--- src/hdl/kmer_minimizer_extractor_defines.svh ---
// Assertion macros used by the top-level RTL.
`ifndef KMER_MINIMIZER_EXTRACTOR_DEFINES_SVH
`define KMER_MINIMIZER_EXTRACTOR_DEFINES_SVH

`ifndef NO_ASSERTIONS
`define KME_ASSERT_SAME(label, clock, reset, ante, cons) \
  label: assert property (@(posedge clock) disable iff (reset) (ante) |-> (cons)) \
    else $error("kme assertion failed");
`define KME_ASSERT_NEXT(label, clock, reset, ante, cons) \
  label: assert property (@(posedge clock) disable iff (reset) (ante) |=> (cons)) \
    else $error("kme assertion failed");
`else
`define KME_ASSERT_SAME(label, clock, reset, ante, cons)
`define KME_ASSERT_NEXT(label, clock, reset, ante, cons)
`endif

`endif

--- src/hdl/kme_pkg.sv ---
`default_nettype none

package kme_pkg;

  localparam int MAX_WINDOW = 64;
  localparam int MAX_KMER   = 30;
  localparam int POS_BITS   = 32;
  localparam int HASH_W     = 60;
  localparam int KLEN_W     = 5;
  localparam int WLEN_W     = 7;
  localparam int WIN_AW     = $clog2(MAX_WINDOW);
  localparam int CFG_W      = 7;
  localparam int CFG_IDX_W  = 1;

  localparam logic [CFG_IDX_W-1:0] REG_KMER_LEN   = 1'd0;
  localparam logic [CFG_IDX_W-1:0] REG_WINDOW_LEN = 1'd1;

  localparam logic [KLEN_W-1:0] KMER_LEN_RESET   = 5'd15;
  localparam logic [WLEN_W-1:0] WINDOW_LEN_RESET = 7'd10;

  localparam logic [7:0] CHAR_A = 8'h41;
  localparam logic [7:0] CHAR_T = 8'h54;
  localparam logic [7:0] CHAR_C = 8'h43;
  localparam logic [7:0] CHAR_G = 8'h47;
  localparam logic [7:0] CHAR_N = 8'h4E;

  localparam logic [1:0] CODE_A = 2'd0;
  localparam logic [1:0] CODE_T = 2'd1;
  localparam logic [1:0] CODE_C = 2'd2;
  localparam logic [1:0] CODE_G = 2'd3;
  localparam logic [1:0] CODE_N = 2'd0;

  localparam logic RESULT_MIN = 1'b0;
  localparam logic RESULT_ERR = 1'b1;

  typedef enum logic [2:0] {
    ST_IDLE,
    ST_PREP,
    ST_ERR,
    ST_SCAN,
    ST_DRAIN,
    ST_DECIDE
  } state_t;

  typedef struct packed {
    logic accept;
    logic prep;
    logic issue;
    logic load_min;
    logic load_err;
  } cmd_t;

  typedef struct packed {
    logic invalid;
    logic short_seq;
    logic scan_last;
    logic need_emit;
    logic out_free;
  } status_t;

endpackage

`default_nettype wire

--- src/hdl/kme_ctrl.sv ---
`default_nettype none

module kme_ctrl (
  input  wire logic             clk,
  input  wire logic             rst,
  input  wire logic             in_valid,
  output logic                  in_ready,
  input  wire kme_pkg::status_t status,
  output kme_pkg::cmd_t         cmd
);

  kme_pkg::state_t state;
  kme_pkg::state_t state_next;

  always_ff @(posedge clk) begin
    if (rst) begin
      state <= kme_pkg::ST_IDLE;
    end else begin
      state <= state_next;
    end
  end

  always_comb begin
    state_next = state;
    cmd        = '0;
    in_ready   = 1'b0;
    case (state)
      kme_pkg::ST_IDLE: begin
        in_ready = 1'b1;
        if (in_valid) begin
          cmd.accept = 1'b1;
          state_next = kme_pkg::ST_PREP;
        end
      end
      kme_pkg::ST_PREP: begin
        if (status.invalid) begin
          state_next = kme_pkg::ST_ERR;
        end else if (status.short_seq) begin
          state_next = kme_pkg::ST_IDLE;
        end else begin
          cmd.prep   = 1'b1;
          state_next = kme_pkg::ST_SCAN;
        end
      end
      kme_pkg::ST_ERR: begin
        if (status.out_free) begin
          cmd.load_err = 1'b1;
          state_next   = kme_pkg::ST_IDLE;
        end
      end
      kme_pkg::ST_SCAN: begin
        cmd.issue = 1'b1;
        if (status.scan_last) begin
          state_next = kme_pkg::ST_DRAIN;
        end
      end
      kme_pkg::ST_DRAIN: begin
        // last read word is compared in this cycle
        state_next = kme_pkg::ST_DECIDE;
      end
      kme_pkg::ST_DECIDE: begin
        if (!status.need_emit) begin
          state_next = kme_pkg::ST_IDLE;
        end else if (status.out_free) begin
          cmd.load_min = 1'b1;
          state_next   = kme_pkg::ST_IDLE;
        end
      end
      default: begin
        state_next = kme_pkg::ST_IDLE;
      end
    endcase
  end

endmodule

`default_nettype wire

--- src/hdl/kme_datapath.sv ---
`default_nettype none

module kme_datapath (
  input  wire logic                              clk,
  input  wire logic                              rst,
  input  wire logic                              cfg_write,
  input  wire logic [kme_pkg::CFG_IDX_W-1:0]     cfg_index,
  input  wire logic [kme_pkg::CFG_W-1:0]         cfg_data,
  input  wire logic [7:0]                        base_char,
  input  wire logic                              seq_start,
  input  wire kme_pkg::cmd_t                     cmd,
  output kme_pkg::status_t                       status,
  output logic                                   out_valid,
  input  wire logic                              out_ready,
  output logic                                   result_kind,
  output logic [kme_pkg::HASH_W-1:0]             kmer_hash,
  output logic [kme_pkg::POS_BITS-1:0]           min_pos
);

  localparam int PB = kme_pkg::POS_BITS;
  localparam int HW = kme_pkg::HASH_W;
  localparam int KW = kme_pkg::KLEN_W;
  localparam int WW = kme_pkg::WLEN_W;
  localparam int AW = kme_pkg::WIN_AW;

  logic [KW-1:0] kmer_len;
  logic [WW-1:0] window_len;
  logic [KW-1:0] k_eff;
  logic [WW-1:0] w_eff;

  logic [HW-1:0] rolling_kmer;
  logic [PB-1:0] base_count;
  logic [PB-1:0] last_min_pos;
  logic          last_min_valid;
  logic          invalid_q;

  logic [HW-1:0] window_mem [kme_pkg::MAX_WINDOW];
  logic [HW-1:0] rd_data;

  logic [PB-1:0] rd_pos;
  logic [WW-1:0] rd_left;
  logic          cmp_valid;
  logic          cmp_first;
  logic [PB-1:0] cmp_pos;
  logic [HW-1:0] best_hash;
  logic [PB-1:0] best_pos;

  logic          code_ok;
  logic [1:0]    code;
  logic [HW-1:0] kmask;
  logic [HW-1:0] rolling_base;
  logic [PB-1:0] count_base;
  logic [PB-1:0] k_wide;
  logic [PB-1:0] pos;
  logic [PB:0]   nk;
  logic [WW-1:0] n;
  logic [PB-1:0] scan_start;
  logic          out_free;

  always_comb begin
    if (kmer_len == '0) begin
      k_eff = KW'(1);
    end else if (kmer_len > KW'(kme_pkg::MAX_KMER)) begin
      k_eff = KW'(kme_pkg::MAX_KMER);
    end else begin
      k_eff = kmer_len;
    end
    if (window_len == '0) begin
      w_eff = WW'(1);
    end else if (window_len > WW'(kme_pkg::MAX_WINDOW)) begin
      w_eff = WW'(kme_pkg::MAX_WINDOW);
    end else begin
      w_eff = window_len;
    end
  end

  always_comb begin
    code_ok = 1'b1;
    code    = kme_pkg::CODE_A;
    case (base_char)
      kme_pkg::CHAR_A: code = kme_pkg::CODE_A;
      kme_pkg::CHAR_T: code = kme_pkg::CODE_T;
      kme_pkg::CHAR_C: code = kme_pkg::CODE_C;
      kme_pkg::CHAR_G: code = kme_pkg::CODE_G;
      kme_pkg::CHAR_N: code = kme_pkg::CODE_N;
      default:         code_ok = 1'b0;
    endcase
  end

  // a new sequence starts from cleared state, also for a bad base
  assign rolling_base = seq_start ? '0 : rolling_kmer;
  assign count_base   = seq_start ? '0 : base_count;
  assign kmask        = ~({HW{1'b1}} << {k_eff, 1'b0});

  assign k_wide     = PB'(k_eff);
  assign pos        = base_count - k_wide;
  assign nk         = {1'b0, pos} + (PB+1)'(1);
  assign n          = (nk < (PB+1)'(w_eff)) ? nk[WW-1:0] : w_eff;
  assign scan_start = pos - PB'(n) + PB'(1);
  assign out_free   = !out_valid || out_ready;

  always_comb begin
    status           = '0;
    status.invalid   = invalid_q;
    status.short_seq = base_count < k_wide;
    status.scan_last = rd_left == WW'(1);
    status.need_emit = !last_min_valid || (best_pos != last_min_pos);
    status.out_free  = out_free;
  end

  always_ff @(posedge clk) begin
    if (rst) begin
      kmer_len   <= kme_pkg::KMER_LEN_RESET;
      window_len <= kme_pkg::WINDOW_LEN_RESET;
    end else if (cfg_write) begin
      case (cfg_index)
        kme_pkg::REG_KMER_LEN:   kmer_len <= cfg_data[KW-1:0];
        kme_pkg::REG_WINDOW_LEN: window_len <= cfg_data[WW-1:0];
        default: ;
      endcase
    end
  end

  always_ff @(posedge clk) begin
    if (rst) begin
      rolling_kmer   <= '0;
      base_count     <= '0;
      last_min_pos   <= '0;
      last_min_valid <= 1'b0;
      invalid_q      <= 1'b0;
      cmp_valid      <= 1'b0;
      out_valid      <= 1'b0;
    end else begin
      cmp_valid <= cmd.issue;
      if (cmd.accept) begin
        invalid_q <= !code_ok;
        if (seq_start) begin
          last_min_pos   <= '0;
          last_min_valid <= 1'b0;
        end
        if (code_ok) begin
          rolling_kmer <= ((rolling_base << 2) & kmask) | HW'(code);
          base_count   <= count_base + PB'(1);
        end else begin
          rolling_kmer <= rolling_base;
          base_count   <= count_base;
        end
      end
      if (cmd.load_min) begin
        last_min_valid <= 1'b1;
        last_min_pos   <= best_pos;
      end
      if (cmd.load_min || cmd.load_err) begin
        out_valid <= 1'b1;
      end else if (out_ready) begin
        out_valid <= 1'b0;
      end
    end
  end

  always_ff @(posedge clk) begin
    if (cmd.prep) begin
      window_mem[pos[AW-1:0]] <= rolling_kmer;
    end
    if (cmd.issue) begin
      rd_data <= window_mem[rd_pos[AW-1:0]];
    end
  end

  // read one window entry a cycle, compare it the cycle after
  always_ff @(posedge clk) begin
    if (cmd.prep) begin
      rd_pos    <= scan_start;
      rd_left   <= n;
      cmp_first <= 1'b1;
    end else if (cmd.issue) begin
      rd_pos  <= rd_pos + PB'(1);
      rd_left <= rd_left - WW'(1);
      cmp_pos <= rd_pos;
    end
    if (cmp_valid) begin
      cmp_first <= 1'b0;
      // strict compare keeps the earliest on a tie
      if (cmp_first || (rd_data < best_hash)) begin
        best_hash <= rd_data;
        best_pos  <= cmp_pos;
      end
    end
  end

  always_ff @(posedge clk) begin
    if (cmd.load_min) begin
      result_kind <= kme_pkg::RESULT_MIN;
      kmer_hash   <= best_hash;
      min_pos     <= best_pos;
    end else if (cmd.load_err) begin
      result_kind <= kme_pkg::RESULT_ERR;
      kmer_hash   <= '0;
      min_pos     <= base_count;
    end
  end

endmodule

`default_nettype wire

--- src/hdl/kmer_minimizer_extractor.sv ---
// Rolling k-mer window minimizer.
// Input channel (in_valid/in_ready) carries one ASCII base per word plus
// seq_start, which clears the running k-mer, base count and last minimiser
// before that base is used. Output channel (out_valid/out_ready) carries at
// most one word per input word: result_kind 0 with the window minimum's
// hash and start position when its position moves, or result_kind 1 with
// hash 0 and the base index when the character is not A, T, C, G or N.
// kmer_len and window_len are written through cfg_write/cfg_index/cfg_data
// while the block is idle, a rule on the user that the block does not
// enforce; out-of-range values are clamped. Each input word passes IDLE and
// PREP; under kmer_len bases sends it back to IDLE, a bad character on to ERR;
// else SCAN reads n entries (window_len, fewer at the head of a sequence)
// of the single-port window memory, one entry a cycle, then DRAIN and DECIDE.
// Reset restores kmer_len 15 and window_len 10 and clears all running
// state; the window memory needs no clearing pass. A stalled receiver holds
// the result in the output register; the next word is still taken and
// worked on, and waits only when it has a result of its own to hand over.
`default_nettype none
`include "kmer_minimizer_extractor_defines.svh"

module kmer_minimizer_extractor (
  input  wire logic                          clk,
  input  wire logic                          rst,
  input  wire logic                          cfg_write,
  input  wire logic [kme_pkg::CFG_IDX_W-1:0] cfg_index,
  input  wire logic [kme_pkg::CFG_W-1:0]     cfg_data,
  input  wire logic                          in_valid,
  output logic                               in_ready,
  input  wire logic [7:0]                    base_char,
  input  wire logic                          seq_start,
  output logic                               out_valid,
  input  wire logic                          out_ready,
  output logic                               result_kind,
  output logic [kme_pkg::HASH_W-1:0]         kmer_hash,
  output logic [kme_pkg::POS_BITS-1:0]       min_pos
);

  kme_pkg::cmd_t    cmd;
  kme_pkg::status_t status;

  kme_ctrl u_ctrl (
    .clk      (clk),
    .rst      (rst),
    .in_valid (in_valid),
    .in_ready (in_ready),
    .status   (status),
    .cmd      (cmd)
  );

  kme_datapath u_datapath (
    .clk         (clk),
    .rst         (rst),
    .cfg_write   (cfg_write),
    .cfg_index   (cfg_index),
    .cfg_data    (cfg_data),
    .base_char   (base_char),
    .seq_start   (seq_start),
    .cmd         (cmd),
    .status      (status),
    .out_valid   (out_valid),
    .out_ready   (out_ready),
    .result_kind (result_kind),
    .kmer_hash   (kmer_hash),
    .min_pos     (min_pos)
  );

  `KME_ASSERT_NEXT(busy_after_accept, clk, rst, in_valid && in_ready, !in_ready)
  `KME_ASSERT_SAME(err_hash_zero, clk, rst, out_valid && result_kind, kmer_hash == '0)
  `KME_ASSERT_SAME(result_from_work, clk, rst, $rose(out_valid), !$past(in_ready))

endmodule

`default_nettype wire

--- config.mk ---
export PLATFORM = sky130hd
export DESIGN_NAME = kmer_minimizer_extractor
export DESIGN_NICKNAME = d
export VERILOG_FILES = /design/src/hdl/kme_pkg.sv /design/src/hdl/kme_ctrl.sv /design/src/hdl/kme_datapath.sv /design/src/hdl/kmer_minimizer_extractor.sv
export VERILOG_INCLUDE_DIRS = /design/src /design/src/hdl
export SDC_FILE = /design/constraint.sdc
export NUM_CORES = 2
export LEC_CHECK = 0
export BUFFER_PORTS_ARGS = -buffer_cell sky130_fd_sc_hd__buf_2
export CAP_MARGIN = 20
export CORE_UTILIZATION = 30
export CTS_BUF_LIST = sky130_fd_sc_hd__clkbuf_16
export DETAILED_ROUTE_END_ITERATION = 6
export PLACE_DENSITY = 0.41
export SLEW_MARGIN = 5
export SYNTH_ARGS = -nofsm -noshare
export SYNTH_HDL_FRONTEND = slang
export SYNTH_SLANG_ARGS = --single-unit
--- constraint.sdc ---
create_clock -name clk -period 8.36 [get_ports clk]
set_input_delay 0.836 -clock clk [delete_from_list [all_inputs] [get_ports clk]]
set_output_delay 0.836 -clock clk [all_outputs]
set_load 0.1 [all_outputs]
=== Word-level counts from Yosys, hierarchy flattened ===
Memories as Yosys holds them, arrays and structs flattened. A register that Yosys moved wholly into a read port is not among the register bits.
Index checks and enable logic that the tools add are counted.

* Bits in registers: 400
* Bits in writable memories: 3840
* Input bits: 22
* Output and inout port bits: 95
* Logic and storage cells: 124
* Memories kept: 1

{| class="wikitable"
|+ Memory list
! name !! words !! width !! read ports !! clocked after memory_dff !! write ports !! line !! source
|-
| u_datapath.window_mem || 64 || 60 || 1 || 1 || 1 || kme_datapath.sv:37 || <nowiki>logic [HW-1:0] window_mem [kme_pkg::MAX_WINDOW];</nowiki>
|}

* Add/subtract/negate cells: 7
* Magnitude comparators: 5
* Equal/unequal tests: 14
* Shift-type cells: 1
* Mux-type cells: 47
* Bitwise gates (word level): 5
* Reductions and logical operators: 24

{| class="wikitable"
|+ Operators with widths
! cell !! count
|-
| $mux 32 || 9
|-
| $mux 60 || 4
|-
| $add 32x1->32 const B || 3
|-
| $and 60x60->60 || 1
|-
| $lt 60x60->1 || 1
|-
| $not 60->60 || 1
|-
| $or 60x2->60 || 1
|-
| $shl 60x6->60 const A || 1
|-
| $eq 8x7->1 const B || 5
|-
| $mux 7 || 5
|-
| $add 32x1->33 const B || 1
|-
| $lt 33x7->1 || 1
|-
| $lt 32x5->1 || 1
|-
| $ne 32x32->1 || 1
|-
| $sub 32x5->32 || 1
|-
| $sub 32x7->32 || 1
|-
| $mux 1 || 19
|-
| $pmux 3 s6 || 1
|-
| $reduce_and 2->1 || 7
|-
| $mux 3 || 4
|-
| $reduce_bool 2->1 || 6
|-
| $mux 5 || 2
|-
| $eq 7x1->1 const B || 1
|-
| $gt 7x7->1 const B || 1
|-
| other kinds (15) || 25
|}

=== Logic depth before layout (Yosys ltp) ===
* Depth after elaboration: 10
* Mapped depth: 41
* Mapped depth without buffers: 39

=== Cells and area by module ===
Synthesis repeated with hierarchy kept, for this count alone.

* Cells, all modules: 8079
* Area, all modules: 168367.7 um2

{| class="wikitable"
|+ Modules (own cells, without submodules)
! module !! instances !! cells an instance !! area each (um2) !! sequential area each (um2)
|-
| kme_datapath || 1 || 8048 || 168111.2 || 127612.4
|-
| kme_ctrl || 1 || 31 || 256.5 || 60.1
|}

=== Least setup slack after synthesis ===
No wires, ideal clock.

* Kind: register to register
* Start point: register u_datapath.kmer_len[3]
* End point: register u_datapath.rd_pos[21] (data pin)
* Library setup time: 261 ps
* Arrival time: 7408 ps
* Data required time: 8099 ps
* Path slack: 691 ps
* Cell stages (with the launch flop): 38
* Path buffers: 2
* Period minus slack after synthesis: 7669 ps
* Cells stage by stage: dfxtp_1 clkbuf_1 clkinv_1 o21ai_0 a21o_1 inv_1 ha_1 fa_1 xor2_1 nor3_1 xor2_1 ha_1 a211o_1 or3_1 o31ai_1 o21bai_1 a21oi_1 o221ai_2 [2 not listed] buf_6 a31o_2 nand2_1 ha_1 inv_1 ha_1 inv_1 fa_1 nor2b_1 o31a_1 o31a_1 o21ai_0 a21oi_1 o21ai_0 a21oi_1 o21ai_0 mux2_2 o311a_1

* Longest elaborated chain between the ends: 10
* Elaborated cells between the ends (all ways): 15
* Those cells by class: add/sub (4); order compare (3); mux (7); reduce/logical (1)

{| class="wikitable"
|+ RTL lines
! what !! line !! source
|-
| start, declared || kme_datapath.sv:26 || <nowiki>logic [KW-1:0] kmer_len;</nowiki>
|-
| start signal, assigned || kme_datapath.sv:113 || <nowiki>kmer_len <= kme_pkg::KMER_LEN_RESET;</nowiki>
|-
| start signal, assigned || kme_datapath.sv:117 || <nowiki>kme_pkg::REG_KMER_LEN: kmer_len <= cfg_data[KW-1:0];</nowiki>
|-
| $gt 5x5->1 || kme_datapath.sv:63 || <nowiki>end else if (kmer_len > KW'(kme_pkg::MAX_KMER)) begin</nowiki>
|-
| $mux 5 || kme_datapath.sv:63 ||
|-
| $mux 5 * || kme_datapath.sv:61 || <nowiki>if (kmer_len == '0) begin</nowiki>
|-
| $sub 32x5->32 || kme_datapath.sv:96 || <nowiki>assign pos = base_count - k_wide;</nowiki>
|-
| $add 32x1->33 || kme_datapath.sv:97 || <nowiki>assign nk = {1'b0, pos} + (PB+1)'(1);</nowiki>
|-
| $lt 33x7->1 || kme_datapath.sv:98 || <nowiki>assign n = (nk < (PB+1)'(w_eff)) ? nk[WW-1:0] : w_eff;</nowiki>
|-
| $mux 7 || kme_datapath.sv:98 ||
|-
| $sub 32x7->32 || kme_datapath.sv:99 || <nowiki>assign scan_start = pos - PB'(n) + PB'(1);</nowiki>
|-
| $add 32x1->32 || kme_datapath.sv:99 ||
|-
| $mux 32 * || kme_datapath.sv:172 || <nowiki>if (cmd.prep) begin</nowiki>
|-
| end signal, assigned || kme_datapath.sv:173 || <nowiki>rd_pos <= scan_start;</nowiki>
|-
| end signal, assigned || kme_datapath.sv:177 || <nowiki>rd_pos <= rd_pos + PB'(1);</nowiki>
|-
| end, declared || kme_datapath.sv:40 || <nowiki>logic [PB-1:0] rd_pos;</nowiki>
|}

Mark *: on every way between the ends. The rest lies on a longest branch, timed or not.
A chain may end at the register's enable or synchronous reset.

=== Worst setup path after layout ===
* Start point: register u_datapath.kmer_len[2]
* End point: register u_datapath.rd_pos[24] (data pin)

The elaborated chain is that of the path after synthesis.

==> impl_metrics.py <==
metrics = {
    "outcome": {
        "run_status": "complete, no violations",
    },
    "routing": {
        "ant_nets": 0,
        "top_layer": "met5",
        "wl_per_cell_um": 34.6,
        "via_per_inst": 5.22,
        "num_vias": 85100,
        "wl_met3_um": 33000,
        "drtPass1Iterations": 6,
        "drt_iter0_markers": 9761,
        "route.met2.wl_um": 271000,
        "drc_errors": 0,
        "wirelength_um": 565000,
        "m1WireLength_um": 246000,
    },
    "worst_setup_path": {
        "endpoint_kind": "flop",
        "cp.arrival_ps": 8830,
        "start_kind": "flop",
        "crit_required_ps": 9190,
        "cp_top_family": "simple AND/OR/NAND/NOR gates",
        "cp_max_fo": 8,
        "critPathBufInv": 6,
        "slowest_stage": "or4_4",
        "slowest_delay_ps": 490,
        "worstSetupPathType": "flop to flop",
        "cp_common_cell": "buf_4",
    },
    "clocking": {
        "ctsHoldBuffers": 0,
        "root_buffer": "clkbuf_16",
        "cts_tree": "yes",
        "path_clk_slew_ps": 60,
        "clockBufferDepth": 4,
        "clk_latency_ps": 1090,
        "cts_made_buffers": 470,
        "cts_sinks": 4300,
        "cts_max_level": 5,
    },
    "floorplanning": {
        "die_area_sq_um": 563000,
        "core_sq_um": 557000,
        "num_io_pins": 117,
        "initial_core_util_pct": 30.2,
        "die_y_um": 750,
        "die_w_um": 750,
        "rows": 274,
    },
    "sta": {
        "timing.hold.ws_ps": 94.7,
        "setup_tns_ps": 0,
        "finalSetupViolations": 0,
        "finalCriticalPeriod_ps": 8000,
        "slew_headroom_pct": 16.5,
        "finalHoldViolations": 0,
        "fin_ws_ps": 357,
        "slew_violations": 0,
        "tightest_slew_ps": 1250,
        "fmax_mhz": 125,
        "fin_crit_sh_pct": 95.7,
        "finClkSkew_ps": 108,
    },
    "synthesis": {
        "synth-main-ff-cell": "edfxtp_1",
        "ys_types": 89,
        "synth.yosys.seq_area_share_pct": 76.0,
        "async_reset_ff_share_pct": 0,
        "synth_warnings": 0,
        "syn-num-nets": 8051,
        "avgSynthCellArea_sq_um": 21.3,
        "synth_edf_count": 4155,
        "synth_top_area_cell": "edfxtp_1",
        "ys_seq_elements": 4300,
        "yosysTopAreaCellShare_pct": 74.2,
        "netlist_instances": 7891,
        "synth_area_sq_um": 168000,
        "synthTopCellsByArea": "edfxtp_1, mux4_2, dfxtp_1, ha_1, mux2i_1",
    },
    "grt": {
        "grt_pass1_vias": 87200,
        "grt_max_degree": 130,
        "overflow": 0,
        "grt_antenna_before_repair": 48,
        "grt_pass1_wl_um": 764000,
        "track_usage_pct": 19.7,
    },
    "cells_and_area": {
        "area_delta_synth_final_pct": 16.7,
        "drive_gt1_share_pct": 28.1,
        "layout.cells.non_filler": 16300,
        "final_cell_mix": "edfxtp_1, mux4_2, clkbuf_16",
        "nets": 8616,
        "final_common_cell": "edfxtp_1",
        "fin_area_sq_um": 196000,
        "num-fill-cells": 51800,
        "post-route-util_pct": 35.2,
    },
    "placement": {
        "routabilityCongestion": 0.831,
        "dpl.hpwl_um": 312000,
        "portBuffers": 116,
        "placed_cell_area_sq_um": 180000,
        "place_inst": 15400,
        "post-place-ws_ps": -59.1,
    },
    "power_and_ir_drop": {
        "power_mw": 44.0,
        "p_leak_nw": 59.9,
        "powerDensity_nw_per_um2": 224,
        "peakVddDrop_uv": 202,
    },
    "flow_run": {
        "cap_violations": 0,
    },
    "min_path": {
        "hold_class": "primary input to flop",
    },
}
[state kept, by name, summed over array words and instances (netlist names)]
signal / flops
u_datapath.window_mem: 3840
u_datapath.best_hash: 60
u_datapath.kmer_hash: 60
u_datapath.rd_data: 60
u_datapath.rolling_kmer: 60
u_datapath.base_count: 32
u_datapath.best_pos: 32
u_datapath.cmp_pos: 32
u_datapath.last_min_pos: 32
u_datapath.min_pos: 32
u_datapath.rd_pos: 32
u_datapath.rd_left: 7
u_datapath.window_len: 7
u_datapath.kmer_len: 5
u_ctrl.state: 3
u_datapath.cmp_first: 1
u_datapath.cmp_valid: 1
u_datapath.invalid_q: 1
u_datapath.last_min_valid: 1
u_datapath.out_valid: 1
u_datapath.result_kind: 1
[worst reg2reg max path: cells and delay by family (launching register included)]
family	cells	cell delay [ps]
buf+inv	6	840
simple gates	17	2750
flops	1	340
fa+ha+maj	4	1010
xor+xnor	2	450
mux	1	160
compound gates	9	2180
[path summary, 6_finish.rpt]
kind / from / end / slack (ps) / cells past startpoint
max: u_datapath.kmer_len[2] / u_datapath.rd_pos[24] / 360 / 39
min reg2reg: u_datapath.cmp_pos[10] / u_datapath.best_pos[10] / 420 / 0
min: cfg_data[4] / u_datapath.kmer_len[4] / 90 / 3
max reg2reg: u_datapath.kmer_len[2] / u_datapath.rd_pos[24] / 360 / 39
[Yosys cell counts (106+ instances only)]
master / count
a21oi_1: 169
inv_1: 155
xnor2_1: 106
nand2_1: 215
nor2_1: 266
mux4_2: 1144
mux2i_1: 120
ha_1: 136
dfxtp_1: 145
edfxtp_1: 4155
o21ai_0: 143
clkbuf_1: 285
[logic make-up after synthesis]
| group | count (synthesis) | share of synthesized area [%] |
|---|---|---|
| simple gates | 835 | 2.34 |
| xor+xnor | 156 | 0.831 |
| flops | 4300 | 76.0 |
| buf+inv | 557 | 1.33 |
| fa+ha+maj | 138 | 1.04 |
| mux | 1265 | 16.1 |
| compound gates | 640 | 2.45 |
[report_power, final]
part / total (mW) / switching, mW / internal [mW]
clock network: 20.2 / 8.83 / 11.3
registers: 23.3 / 0.0154 / 23.3
logic: 0.544 / 0.367 / 0.177
[repair_timing]
| action | 4_1_cts | 5_1_grt |
|---|---|---|
| gates cloned | 0 | 0 |
| setup endpoints to repair | 6 | 18 |
| buffers inserted | 0 | 6 |
| pin swaps | 0 | 9 |
| gates resized for setup | 1 | 42 |
[per-layer routing]
| metal | vias to the layer above | global-route usage, % |
|---|---|---|
| met5 | - | 0 |
| met4 | 2 | 4.88 |
| met3 | 700 | 2.81 |
| met2 | 2920 | 32.3 |
| met1 | 47300 | 27.6 |
| li1 | 34200 | - |
[cell type report]
| cell class | count | area, sq um | area share, % |
|---|---|---|---|
| tap | 7452 | 9320 | 4.75 |
| sequential | 4300 | 128000 | 65.1 |
| antenna | 11 | 27.5 | 0.0140 |
| timing repair buffer | 492 | 4630 | 2.36 |
| clock buffer | 472 | 11800 | 6.02 |
| inverter | 158 | 606 | 0.309 |
| clock inverter | 392 | 3030 | 1.54 |
| multi-input combinational | 3034 | 39000 | 19.9 |
Note: power is estimated with default switching activity, not from simulation.
